File: src/ckt_pkg.sv
`timescale 1ns / 1ps
// Shared types and constants for the compacting keyed table unit.
// No dependencies; imported by the cell, the top level and the checker.
package ckt_pkg;

    localparam int TABLE_DEPTH = 16;
    localparam int KEY_W       = 32;
    localparam int PRICE_W     = 32;
    localparam int CFG_W       = 5;
    localparam int TOTAL_W     = 5;
    localparam int CNT_W       = $clog2(TABLE_DEPTH + 1);
    localparam int LIM_W       = (CNT_W > CFG_W) ? CNT_W : CFG_W;

    localparam logic [CFG_W-1:0] CAP_RESET = CFG_W'(10);

    typedef enum logic [1:0] {
        MODE_ADD    = 2'd0,
        MODE_REMOVE = 2'd1,
        MODE_FIND   = 2'd2,
        MODE_NOP    = 2'd3
    } t_mode;

    typedef enum logic [1:0] {
        ST_DONE      = 2'd0,
        ST_FULL      = 2'd1,
        ST_NOT_FOUND = 2'd2
    } t_status;

    // Broadcast to every cell during the execute cycle.
    typedef struct packed {
        logic               remove;
        logic [KEY_W-1:0]   key;
        logic [PRICE_W-1:0] price;
    } t_cell_cmd;

endpackage

File: src/ckt_cell.sv
`timescale 1ns / 1ps
// One table slot: holds a key and price word, compares against the broadcast key,
// and takes its upper neighbor's entry when a removal closes the gap. Uses ckt_pkg.
module ckt_cell
    import ckt_pkg::*;
(
    input  logic               i_clk,
    input  logic               i_live,       // slot index below entry count
    input  logic               i_load,       // append lands in this slot
    input  t_cell_cmd          i_cmd,
    input  logic [KEY_W-1:0]   i_next_key,
    input  logic [PRICE_W-1:0] i_next_price,
    input  logic               i_hit_before, // a lower slot already matched
    output logic [KEY_W-1:0]   o_key,
    output logic [PRICE_W-1:0] o_price,
    output logic               o_first,      // first match is this slot
    output logic               o_hit_thru
);

    logic [KEY_W-1:0]   r_key;
    logic [PRICE_W-1:0] r_price;
    logic               match;
    logic               shift;

    always_comb begin
        match      = i_live && (r_key == i_cmd.key);
        o_first    = match && !i_hit_before;
        o_hit_thru = i_hit_before || match;
        // slots at and above the removed one pull from above
        shift      = i_cmd.remove && o_hit_thru;
    end

    always_ff @(posedge i_clk) begin
        if (i_load) begin
            r_key   <= i_cmd.key;
            r_price <= i_cmd.price;
        end else if (shift) begin
            r_key   <= i_next_key;
            r_price <= i_next_price;
        end
    end

    assign o_key   = r_key;
    assign o_price = r_price;

endmodule

File: src/compacting_keyed_table_unit.sv
`timescale 1ns / 1ps
// Compacting keyed table unit: top level with the command register, the row of
// table cells and the result register. Uses ckt_pkg and ckt_cell.
//
// Usage:
//   Input channel (i_in_valid / o_in_ready) carries mode, item_key, price_bits.
//   Output channel (o_out_valid / i_out_ready) returns one result per input:
//   status, found_key, found_price_bits and the entry count after the operation.
//   Config channel (i_cfg_valid / o_cfg_ready) writes capacity_limit; always ready.
//   Timing: a transaction is registered at acceptance; all cells compare and
//   shift in the execute cycle, which waits while a result is stalled, and the
//   result is registered at its end. The input side is ready again after
//   execute, so a new one waits until the last has executed, as set by the
//   command register feeding the cell row and the entry count update.
//   Receiver stall: a waiting result sits in the output register; one more
//   transaction is taken and held in the command register until it drains.
//   Reset (synchronous, active low) empties the table, sets capacity to 10 and
//   drops output valid and busy. Table contents are not cleared; the count masks them.
module compacting_keyed_table_unit
    import ckt_pkg::*;
(
    input  logic                      i_clk,
    input  logic                      i_rst_n,
    input  logic                      i_in_valid,
    output logic                      o_in_ready,
    input  logic [1:0]                i_mode,
    input  logic signed [KEY_W-1:0]   i_item_key,
    input  logic [PRICE_W-1:0]        i_price_bits,
    output logic                      o_out_valid,
    input  logic                      i_out_ready,
    output logic [1:0]                o_status,
    output logic signed [KEY_W-1:0]   o_found_key,
    output logic [PRICE_W-1:0]        o_found_price_bits,
    output logic [TOTAL_W-1:0]        o_entry_total,
    input  logic                      i_cfg_valid,
    output logic                      o_cfg_ready,
    input  logic [CFG_W-1:0]          i_cfg_capacity_limit
);

    // command register
    logic               r_busy;
    t_mode              r_mode;
    logic [KEY_W-1:0]   r_key;
    logic [PRICE_W-1:0] r_price;

    logic [CFG_W-1:0]   r_cap;
    logic [CNT_W-1:0]   r_count;
    logic [CNT_W-1:0]   n_count;

    // result register
    logic               r_out_valid;
    t_status            r_status;
    t_status            n_status;
    logic [KEY_W-1:0]   r_fkey;
    logic [KEY_W-1:0]   n_fkey;
    logic [PRICE_W-1:0] r_fprice;
    logic [PRICE_W-1:0] n_fprice;
    logic [TOTAL_W-1:0] r_total;

    logic               exec;
    logic               full;
    logic               found;
    logic [LIM_W-1:0]   cap_ext;
    logic [LIM_W-1:0]   depth_ext;
    logic [LIM_W-1:0]   limit;
    t_cell_cmd          cmd;

    logic [KEY_W-1:0]   cell_key   [TABLE_DEPTH];
    logic [PRICE_W-1:0] cell_price [TABLE_DEPTH];
    logic [TABLE_DEPTH-1:0] cell_first;
    logic [TABLE_DEPTH-1:0] cell_hit;

    assign o_in_ready  = !r_busy;
    assign o_cfg_ready = 1'b1;
    assign exec        = r_busy && (!r_out_valid || i_out_ready);

    always_ff @(posedge i_clk) begin
        if (!i_rst_n) begin
            r_busy <= 1'b0;
        end else if (i_in_valid && o_in_ready) begin
            r_busy <= 1'b1;
        end else if (exec) begin
            r_busy <= 1'b0;
        end
    end

    always_ff @(posedge i_clk) begin
        if (i_in_valid && o_in_ready) begin
            r_mode  <= t_mode'(i_mode);
            r_key   <= $unsigned(i_item_key);
            r_price <= i_price_bits;
        end
    end

    always_ff @(posedge i_clk) begin
        if (!i_rst_n) begin
            r_cap <= CAP_RESET;
        end else if (i_cfg_valid && o_cfg_ready) begin
            r_cap <= i_cfg_capacity_limit;
        end
    end

    always_comb begin
        cmd.remove = exec && (r_mode == MODE_REMOVE);
        cmd.key    = r_key;
        cmd.price  = r_price;
    end

    genvar gi;
    generate
        for (gi = 0; gi < TABLE_DEPTH; gi++) begin : g_cell
            logic               live;
            logic               load;
            logic               hit_before;
            logic [KEY_W-1:0]   next_key;
            logic [PRICE_W-1:0] next_price;

            assign live = CNT_W'(gi) < r_count;
            assign load = exec && (r_mode == MODE_ADD) && !full && (r_count == CNT_W'(gi));

            if (gi == 0) begin : g_head
                assign hit_before = 1'b0;
            end else begin : g_link
                assign hit_before = cell_hit[gi-1];
            end

            if (gi == TABLE_DEPTH - 1) begin : g_tail
                // top slot falls out of the live range after a removal
                assign next_key   = '0;
                assign next_price = '0;
            end else begin : g_up
                assign next_key   = cell_key[gi+1];
                assign next_price = cell_price[gi+1];
            end

            ckt_cell u_cell (
                .i_clk        (i_clk),
                .i_live       (live),
                .i_load       (load),
                .i_cmd        (cmd),
                .i_next_key   (next_key),
                .i_next_price (next_price),
                .i_hit_before (hit_before),
                .o_key        (cell_key[gi]),
                .o_price      (cell_price[gi]),
                .o_first      (cell_first[gi]),
                .o_hit_thru   (cell_hit[gi])
            );
        end
    endgenerate

    always_comb begin
        cap_ext   = LIM_W'(r_cap);
        depth_ext = LIM_W'(TABLE_DEPTH);
        limit     = (cap_ext < depth_ext) ? cap_ext : depth_ext;
        full      = LIM_W'(r_count) >= limit;
        found     = cell_hit[TABLE_DEPTH-1];
    end

    always_comb begin
        n_count  = r_count;
        n_status = ST_DONE;
        n_fkey   = '0;
        n_fprice = '0;
        case (r_mode)
            MODE_ADD: begin
                if (full) begin
                    n_status = ST_FULL;
                end else begin
                    n_count = r_count + CNT_W'(1);
                end
            end
            MODE_REMOVE, MODE_FIND: begin
                if (!found) begin
                    n_status = ST_NOT_FOUND;
                end else begin
                    // one-hot select of the first matching slot
                    for (int i = 0; i < TABLE_DEPTH; i++) begin
                        n_fkey   = n_fkey   | ({KEY_W{cell_first[i]}}   & cell_key[i]);
                        n_fprice = n_fprice | ({PRICE_W{cell_first[i]}} & cell_price[i]);
                    end
                    if (r_mode == MODE_REMOVE) begin
                        n_count = r_count - CNT_W'(1);
                    end
                end
            end
            default: begin
            end
        endcase
    end

    always_ff @(posedge i_clk) begin
        if (!i_rst_n) begin
            r_count     <= '0;
            r_out_valid <= 1'b0;
        end else if (exec) begin
            r_count     <= n_count;
            r_out_valid <= 1'b1;
        end else if (i_out_ready) begin
            r_out_valid <= 1'b0;
        end
    end

    always_ff @(posedge i_clk) begin
        if (exec) begin
            r_status <= n_status;
            r_fkey   <= n_fkey;
            r_fprice <= n_fprice;
            r_total  <= TOTAL_W'(n_count);
        end
    end

    assign o_out_valid        = r_out_valid;
    assign o_status           = r_status;
    assign o_found_key        = $signed(r_fkey);
    assign o_found_price_bits = r_fprice;
    assign o_entry_total      = r_total;

endmodule

File: config.mk
export PLATFORM = sky130hd
export DESIGN_NAME = compacting_keyed_table_unit
export DESIGN_NICKNAME = d
export VERILOG_FILES = /design/src/ckt_pkg.sv /design/src/ckt_cell.sv /design/src/compacting_keyed_table_unit.sv
export SDC_FILE = /design/constraint.sdc
export NUM_CORES = 2
export LEC_CHECK = 0
export ABC_CLOCK_PERIOD_IN_PS = 13500
export BUFFER_PORTS_ARGS = -buffer_cell sky130_fd_sc_hd__buf_2
export CAP_MARGIN = 10
export CORE_UTILIZATION = 40
export DETAILED_ROUTE_END_ITERATION = 8
export PLACE_DENSITY_LB_ADDON = 0.15
export SKIP_LAST_GASP = 1
export SLEW_MARGIN = 20
export SYNTH_ARGS = -nofsm -noshare
export SYNTH_HDL_FRONTEND = slang
export SYNTH_SLANG_ARGS = --single-unit
File: constraint.sdc
create_clock -name i_clk -period 13.5 [get_ports i_clk]
set_input_delay 0.675 -clock i_clk [delete_from_list [all_inputs] [get_ports i_clk]]
set_output_delay 0.675 -clock i_clk [all_outputs]
set_load 0.05 [all_outputs]
### Word-level counts from Yosys, hierarchy flattened

Cells that the tools add are included.
W data, S select, Z words.

| storage, ports and cells | value |
|---|---|
| flip-flop bits (word level) | 1173 |
| bits of input ports | 76 |
| output and inout port bits | 74 |
| word-level logic and storage cells | 357 |

| operators by class | value |
|---|---|
| add/subtract/negate cells | 2 |
| magnitude comparators | 18 |
| equal/unequal tests | 33 |
| muxes and demuxes | 75 |
| bitwise gates (word level) | 62 |
| reductions and logical operators | 124 |

Operators with widths:

| cell | number |
|---|---|
| $mux W32 | 63 |
| $and A32 B32 Y32 | 32 |
| $or A32 B32 Y32 | 30 |
| $eq A32 B32 Y1 | 16 |
| $logic_and A1 B1 Y1 | 68 |
| $eq A5 B4 Y1 const B | 8 |
| $lt A4 B5 Y1 const A | 8 |
| $reduce_bool A2 Y1 | 18 |
| $eq A5 B3 Y1 const B | 4 |
| $lt A3 B5 Y1 const A | 4 |
| $mux W5 | 4 |
| $logic_not A1 Y1 | 18 |
| $logic_or A1 B1 Y1 | 16 |
| $eq A5 B2 Y1 const B | 2 |
| $lt A1 B5 Y1 const A | 2 |
| $lt A2 B5 Y1 const A | 2 |
| $pmux W5 S2 | 1 |
| $add A5 B1 Y5 const B | 1 |
| $eq A5 B1 Y1 const B | 1 |
| $ge A5 B5 Y1 | 1 |
| $logic_not A5 Y1 | 1 |
| $lt A5 B5 Y1 const B | 1 |
| $mux W1 | 5 |
| $sub A5 B1 Y5 const B | 1 |
| other kinds (7) | 7 |

### Depth between registers and ports, before layout

| logic depth | value |
|---|---|
| word-level depth | 20 |
| depth in mapped cells | 14 |
| gate-level depth less buffers | 11 |

### Cells and area by module

A second synthesis with hierarchy kept.

| unflattened totals | value |
|---|---|
| cells, all modules | 4052 |
| area, all modules | 60125.2 sq um |

Modules (own cells, without submodules):

| module | instances | cells an instance | area each (sq um) | seq. area each (sq um) |
|---|---|---|---|---|
| ckt_cell | 16 | 186 | 3071.7 | 1921.8 |
| compacting_keyed_table_unit | 1 | 1076 | 10978.0 | 4354.2 |

### Least setup slack after synthesis

OpenSTA, ideal clock, no wires.

| timing | value |
|---|---|
| path kind | register to register |
| start point | reg r_count[0] |
| end point | reg g_cell[6].u_cell.r_key[0], enable pin |
| library setup time | 0.575 ns |
| arrival | 7.092 ns |
| data required time | 12.925 ns |
| slack | 5.834 ns |
| stages on the path, launching flop included | 12 |
| path buffers | 1 |
| clock period less this slack | 7.666 ns |
| path through | dfxtp_1 -> clkbuf_1 -> inv_1 -> ha_1 -> nand2b_1 -> a21o_1 -> a21o_1 -> a21o_1 -> a211o_1 -> nor3_1 -> nand2_1 -> o21ai_0 |

| between the ends | value |
|---|---|
| longest elaborated chain between the ends | 10 |
| elaborated cells on any way between the ends | 27 |
| classes of those cells | 8 x order compare; 1 x eq/ne; 18 x reduce/logical |

Ends and longest elaborated chain:

| element | RTL line | RTL |
|---|---|---|
| start, declared | compacting_keyed_table_unit.sv:47 | `logic [CNT_W-1:0] r_count;` |
| start signal, assigned | compacting_keyed_table_unit.sv:197 | `r_count <= n_count;` |
| $lt A1 B5 Y1 | compacting_keyed_table_unit.sv:118 | `assign live = CNT_W'(gi) < r_count;` |
| $logic_and A1 B1 Y1 | ckt_cell.sv:26 | `match = i_live && (r_key == i_cmd.key);` |
| $logic_or A1 B1 Y1 (6 in a row) | ckt_cell.sv:28 | `o_hit_thru = i_hit_before \|\| match;` |
| $logic_and A1 B1 Y1 | ckt_cell.sv:30 | `shift = i_cmd.remove && o_hit_thru;` |
| $reduce_bool A2 Y1 (no line) * | n/a |  |
| end signal, assigned | ckt_cell.sv:35 | `r_key <= i_cmd.key;` |
| end signal, assigned | ckt_cell.sv:38 | `r_key <= i_next_key;` |
| end, declared | ckt_cell.sv:20 | `logic [KEY_W-1:0] r_key;` |

Mark *: on every way between the ends. The rest lies on a longest branch, timed or not.
A chain may end at the register's enable or synchronous reset.

### Final worst setup path

| timing | value |
|---|---|
| start point | reg r_key[4] |
| end point | reg g_cell[14].u_cell.r_key[0], enable pin |

| between the ends | value |
|---|---|
| longest elaborated chain between the ends | 18 |
| elaborated cells on any way between the ends | 46 |
| classes of those cells | 15 x eq/ne; 31 x reduce/logical |

Ends and longest elaborated chain:

| element | RTL line | RTL |
|---|---|---|
| start, declared | compacting_keyed_table_unit.sv:43 | `logic [KEY_W-1:0] r_key;` |
| start signal, assigned | compacting_keyed_table_unit.sv:90 | `r_key <= $unsigned(i_item_key);` |
| $eq A32 B32 Y1 | ckt_cell.sv:26 |  |
| $logic_and A1 B1 Y1 | ckt_cell.sv:26 |  |
| $logic_or A1 B1 Y1 (13 in a row) | ckt_cell.sv:28 |  |
| $logic_or A1 B1 Y1 * | ckt_cell.sv:28 |  |
| $logic_and A1 B1 Y1 * | ckt_cell.sv:30 |  |
| $reduce_bool A2 Y1 (no line) * | n/a |  |
| end signal, assigned | ckt_cell.sv:35 |  |
| end signal, assigned | ckt_cell.sv:38 |  |
| end, declared | ckt_cell.sv:20 |  |

Marks and branches as above.

==> out/qor.csv <==
stage,metric,value,unit
pwr,Clock power frac,0.455,
pwr,PD cells,115,mW/mm2
setup_path,highest-delay cell along the critical path,buf_4,
floorplanning,die area,0.161,mm2
synth,Synth Area in Compound Gates,0.0685,
route,mean routed wirelength per cell,36.5,um
route,1st-pass router iterations,9,
pwr,Leak Pwr,20.9,nW
timing,worst rel slew slack,0.250,
status,status,"complete, no violations",
setup_path,crit path DAT,6.59,ns
pwr,Net Sw Frac,0.245,
placement,port bufs,148,
timing,clock skew,0.0313,ns
route,DRT iter0 DRCs,6306,
placement,DP Worst Slack,7.26,ns
route,vias post-DR,44667,
pwr,Peak VDD IR,0.133,mV
hold_path,Worst Hold Class,in -> reg,
pwr,Logic pwr share,0.053,
timing,# setup viols final,0,
clocking,Max Root-Sink Buffers,3,
synth,simple-gate share of the synthesized area,0.0867,
global_route,first-pass GRT wire length,357000,um
global_route,"Remaining Overflow, GRT",0,
clocking,CTS tree,yes,
setup_path,crit-path cells,buf_4 -> xnor2_1 -> nand4_1 -> nor4_1 -> nand3_4 -> and4b_4 -> nand4b_2 -> buf_4 -> nor3_1 -> buf_4 -> o22ai_4 -> buf_4,
setup_path,family with the most delay on the worst path,simple AND/OR/NAND/NOR gates,
placement,final estimated routing congestion in global placement,1.03,
clocking,setup bufs post-CTS,0,
synth,area share of the largest cell type after synthesis,0.546,
route,DR DRC count,0,
timing,worst setup margin,7.31,ns
global_route,vias in the first global route,43002,
floorplanning,initial core utilization,0.403,
synth,dominant combinational cell family by area after synthesis,multiplexers,
job,Max-Cap Viols,0,
cells_and_area,# nets final,4961,
setup_path,Worst setup SP type,register,
setup_path,Worst setup EP type,register,
timing,Setup Total Neg Slack,0,ns
synth,register bit count reported by yosys,1173,
floorplanning,Die Span Y,401,um
setup_path,Critical Path RT,13.91,ns
global_route,Total Routing Usage GR,0.314,
setup_path,crit path kind,reg -> reg,
synth,"area leader, netlist",edfxtp_1,
cells_and_area,share of layout cells above drive strength 1,0.313,
floorplanning,Rows,146,
timing,final hold violations,0,
clocking,H-tree lvl count,4,
synth,Post-synth EDFFs,1161,
floorplanning,Die W,401,um
timing,Final min period,6.19,ns
setup_path,"slowest stage delay, CP",0.83,ns
clocking,CTS Buf Count,141,
timing,Final Cycle Share,0.458,
route,final WL,258000,um
clocking,root buffer cell,clkbuf_16,
setup_path,crit path max fanout,48,
pwr,Internal,0.00618,W
synth,register area share after synthesis,0.550,
clocking,clk slew on worst S/H paths,0.06,ns
synth,Synth area leaders,"edfxtp_1 (55%), mux2_2 (18%), xnor2_1 (4.8%)",
timing,fmax,0.162,GHz
clocking,Sink Count,1173,
synth,post-synthesis adder-cell area fraction,0.00255,
floorplanning,I/O Pins,150,
route,ANT nets after route,0,
setup_path,CP bufs+invs,4,
global_route,antenna violations before repair,8,
pwr,sw power,0.00201,W
clocking,CTS resizes,0,
global_route,largest net degree at the start of global routing,133,
timing,RSZ-0062 raised after global routing,false,
synth,asr flop ratio synth,0,
synth,Mapped Area,0.0638,mm2
setup_path,Most common cell on crit path,buf_4,
synth,post-synthesis mux area share,0.187,
synth,XOR/XNOR Fraction of Synth Area,0.0704,
synth,Synth Flop Type,edfxtp_1,
clocking,worst-skew pair later-pin latency,0.81,ns
synth,Ys Warns,0,
placement,post-DP HPWL,175000,um
clocking,CTS Hold Buffers Added,0,
synth,synth unique cells,77,
pwr,Seq pwr share,0.492,
floorplanning,core area,0.158,mm2
route,Via density,6.33,
synth,"Avg Cell Area, Syn",13.0,um2
timing,Max Slew Vio Count,0,
synth,Syn Inst Count,4902,
synth,"Net Count, Synth",4991,
timing,worst slew pin tran,1.12,ns
cells_and_area,Area growth syn-to-layout,11.4,%
-- state kept, by name, indices dropped and copies added, names as in the netlist --
register and cells:
g_cell.u_cell.o_key 512, g_cell.u_cell.o_price 512, o_found_key 32, o_found_price_bits 32, r_key 32, r_price 32
cap_ext 5, o_entry_total 5, r_count 5, o_status 2, r_mode 2, o_out_valid 1
r_busy 1
-- worst reg2reg max path, cell delays in order (launching register included) --
cell,delay [ns]
edfxtp_1,0.46
buf_4,0.53
xnor2_1,0.30
nand4_1,0.14
nor4_1,0.61
nand3_4,0.73
and4b_4,0.53
nand4b_2,0.10
buf_4,0.47
nor3_1,0.17
buf_4,0.20
o22ai_4,0.58
buf_4,0.86
-- cells in the mapped netlist, drive strengths merged (5+ instances only) --
master	instances
inv	110
mux2i	38
clkbuf	301
nor3	32
and3	7
mux2	1024
or3	8
nand3b	31
and2	68
nand2	233
nand3	89
or2	8
a2111oi	5
a22oi	125
o2bb2ai	32
nand4	186
o211ai	5
dfxtp	12
buf	139
nand4b	6
xor2	163
a31oi	38
and3b	34
ha	13
nor2b	12
o22ai	7
or4	14
nor2	81
a222oi	62
nor4	99
and4b	29
o21ai	83
a211oi	35
a41oi	64
xnor2	350
nor4b	8
a21oi	137
nand2b	10
edfxtp	1161
a21o	6
-- kinds of logic after synthesis --
logic type / count (synthesis)
xor gates and xnor gates: 513
and+or+nand+nor: 967
muxes: 1062
adders and majority gates: 13
AOI/OAI and AO/OA: 622
buffers and inverters: 551
DFF: 1173
other: 1
-- layer usage --
metal / GRT usage / wire, um / up-vias
li1: - / - / 18744
met1: 0.445 / 110000 / 23114
met2: 0.474 / 114000 / 2377
met3: 0.0529 / 21100 / 430
met4: 0.135 / 12200 / 2
met5: 0 / 9 / -
-- power by group through the flow --
| stage | registers [W] | clock network, W | logic (W) |
|---|---|---|---|
| 2_1_floorplan | 0.00411 | 0 | 0.000232 |
| 3_3_place_gp | 0.00411 | 0 | 0.000422 |
| 3_5_place_dp | 0.00411 | 0 | 0.000418 |
| 4_1_cts | 0.00403 | 0.00377 | 0.000420 |
| 5_1_grt | 0.00404 | 0.00389 | 0.000443 |
| 6_report | 0.00403 | 0.00373 | 0.000433 |
-- final timing paths --
path | startpoint | slack, ns | depth (start not counted) | endpoint
setup / recovery | r_key[4]$_DFFE_PP_ | 7.31 | 12 | g_cell[14].u_cell.o_key[0]$_DFFE_PP_
hold / removal | i_price_bits[21] | 0.05 | 1 | r_price[21]$_DFFE_PP_
setup reg to reg | r_key[4]$_DFFE_PP_ | 7.31 | 12 | g_cell[14].u_cell.o_key[0]$_DFFE_PP_
hold reg to reg | cap_ext[0]$_SDFFE_PN0P_ | 0.53 | 2 | cap_ext[0]$_SDFFE_PN0P_
-- placed cells by master (no fill, tap or decap), drive strengths merged, types with 31 or more instances in the layout --
cell / instances
xnor2: 350
nor4: 99
a21oi: 137
o2bb2ai: 32
clkbuf: 173
a211oi: 35
nor2: 81
nor3: 32
clkinv: 58
inv: 118
o21ai: 83
mux2i: 38
a22oi: 125
nand4: 186
and2: 68
nand3b: 31
buf: 267
xor2: 163
a31oi: 38
a222oi: 62
nand3: 89
nand2: 233
a41oi: 64
mux2: 1024
edfxtp: 1161
and3b: 34
-- final cells by class --
class / instances / area (um2)
antenna: 1 / 2.50
clock buffer: 173 / 3690
clock inverter: 78 / 671
fill: 14353 / 87300
inverter: 111 / 419
multi-input combinational: 3178 / 26900
sequential: 1173 / 35100
tap: 2072 / 2590
timing repair buffer: 267 / 1700
-- through the flow --
stage	utilization	hold slack (ns)	cells	cell area [um2]	power, W
after global routing	0.449	0.0226	7052	71100	0.00837
after floorplan	-	0.442	4902	63800	0.00434
after CTS	0.448	0.00448	7049	71000	0.00822
final	0.449	0.0487	7053	71100	0.00819
after global placement	0.421	0.512	6798	66700	0.00453
after detailed placement	0.421	0.513	6798	66700	0.00453
(Power assumes the default switching activity.)
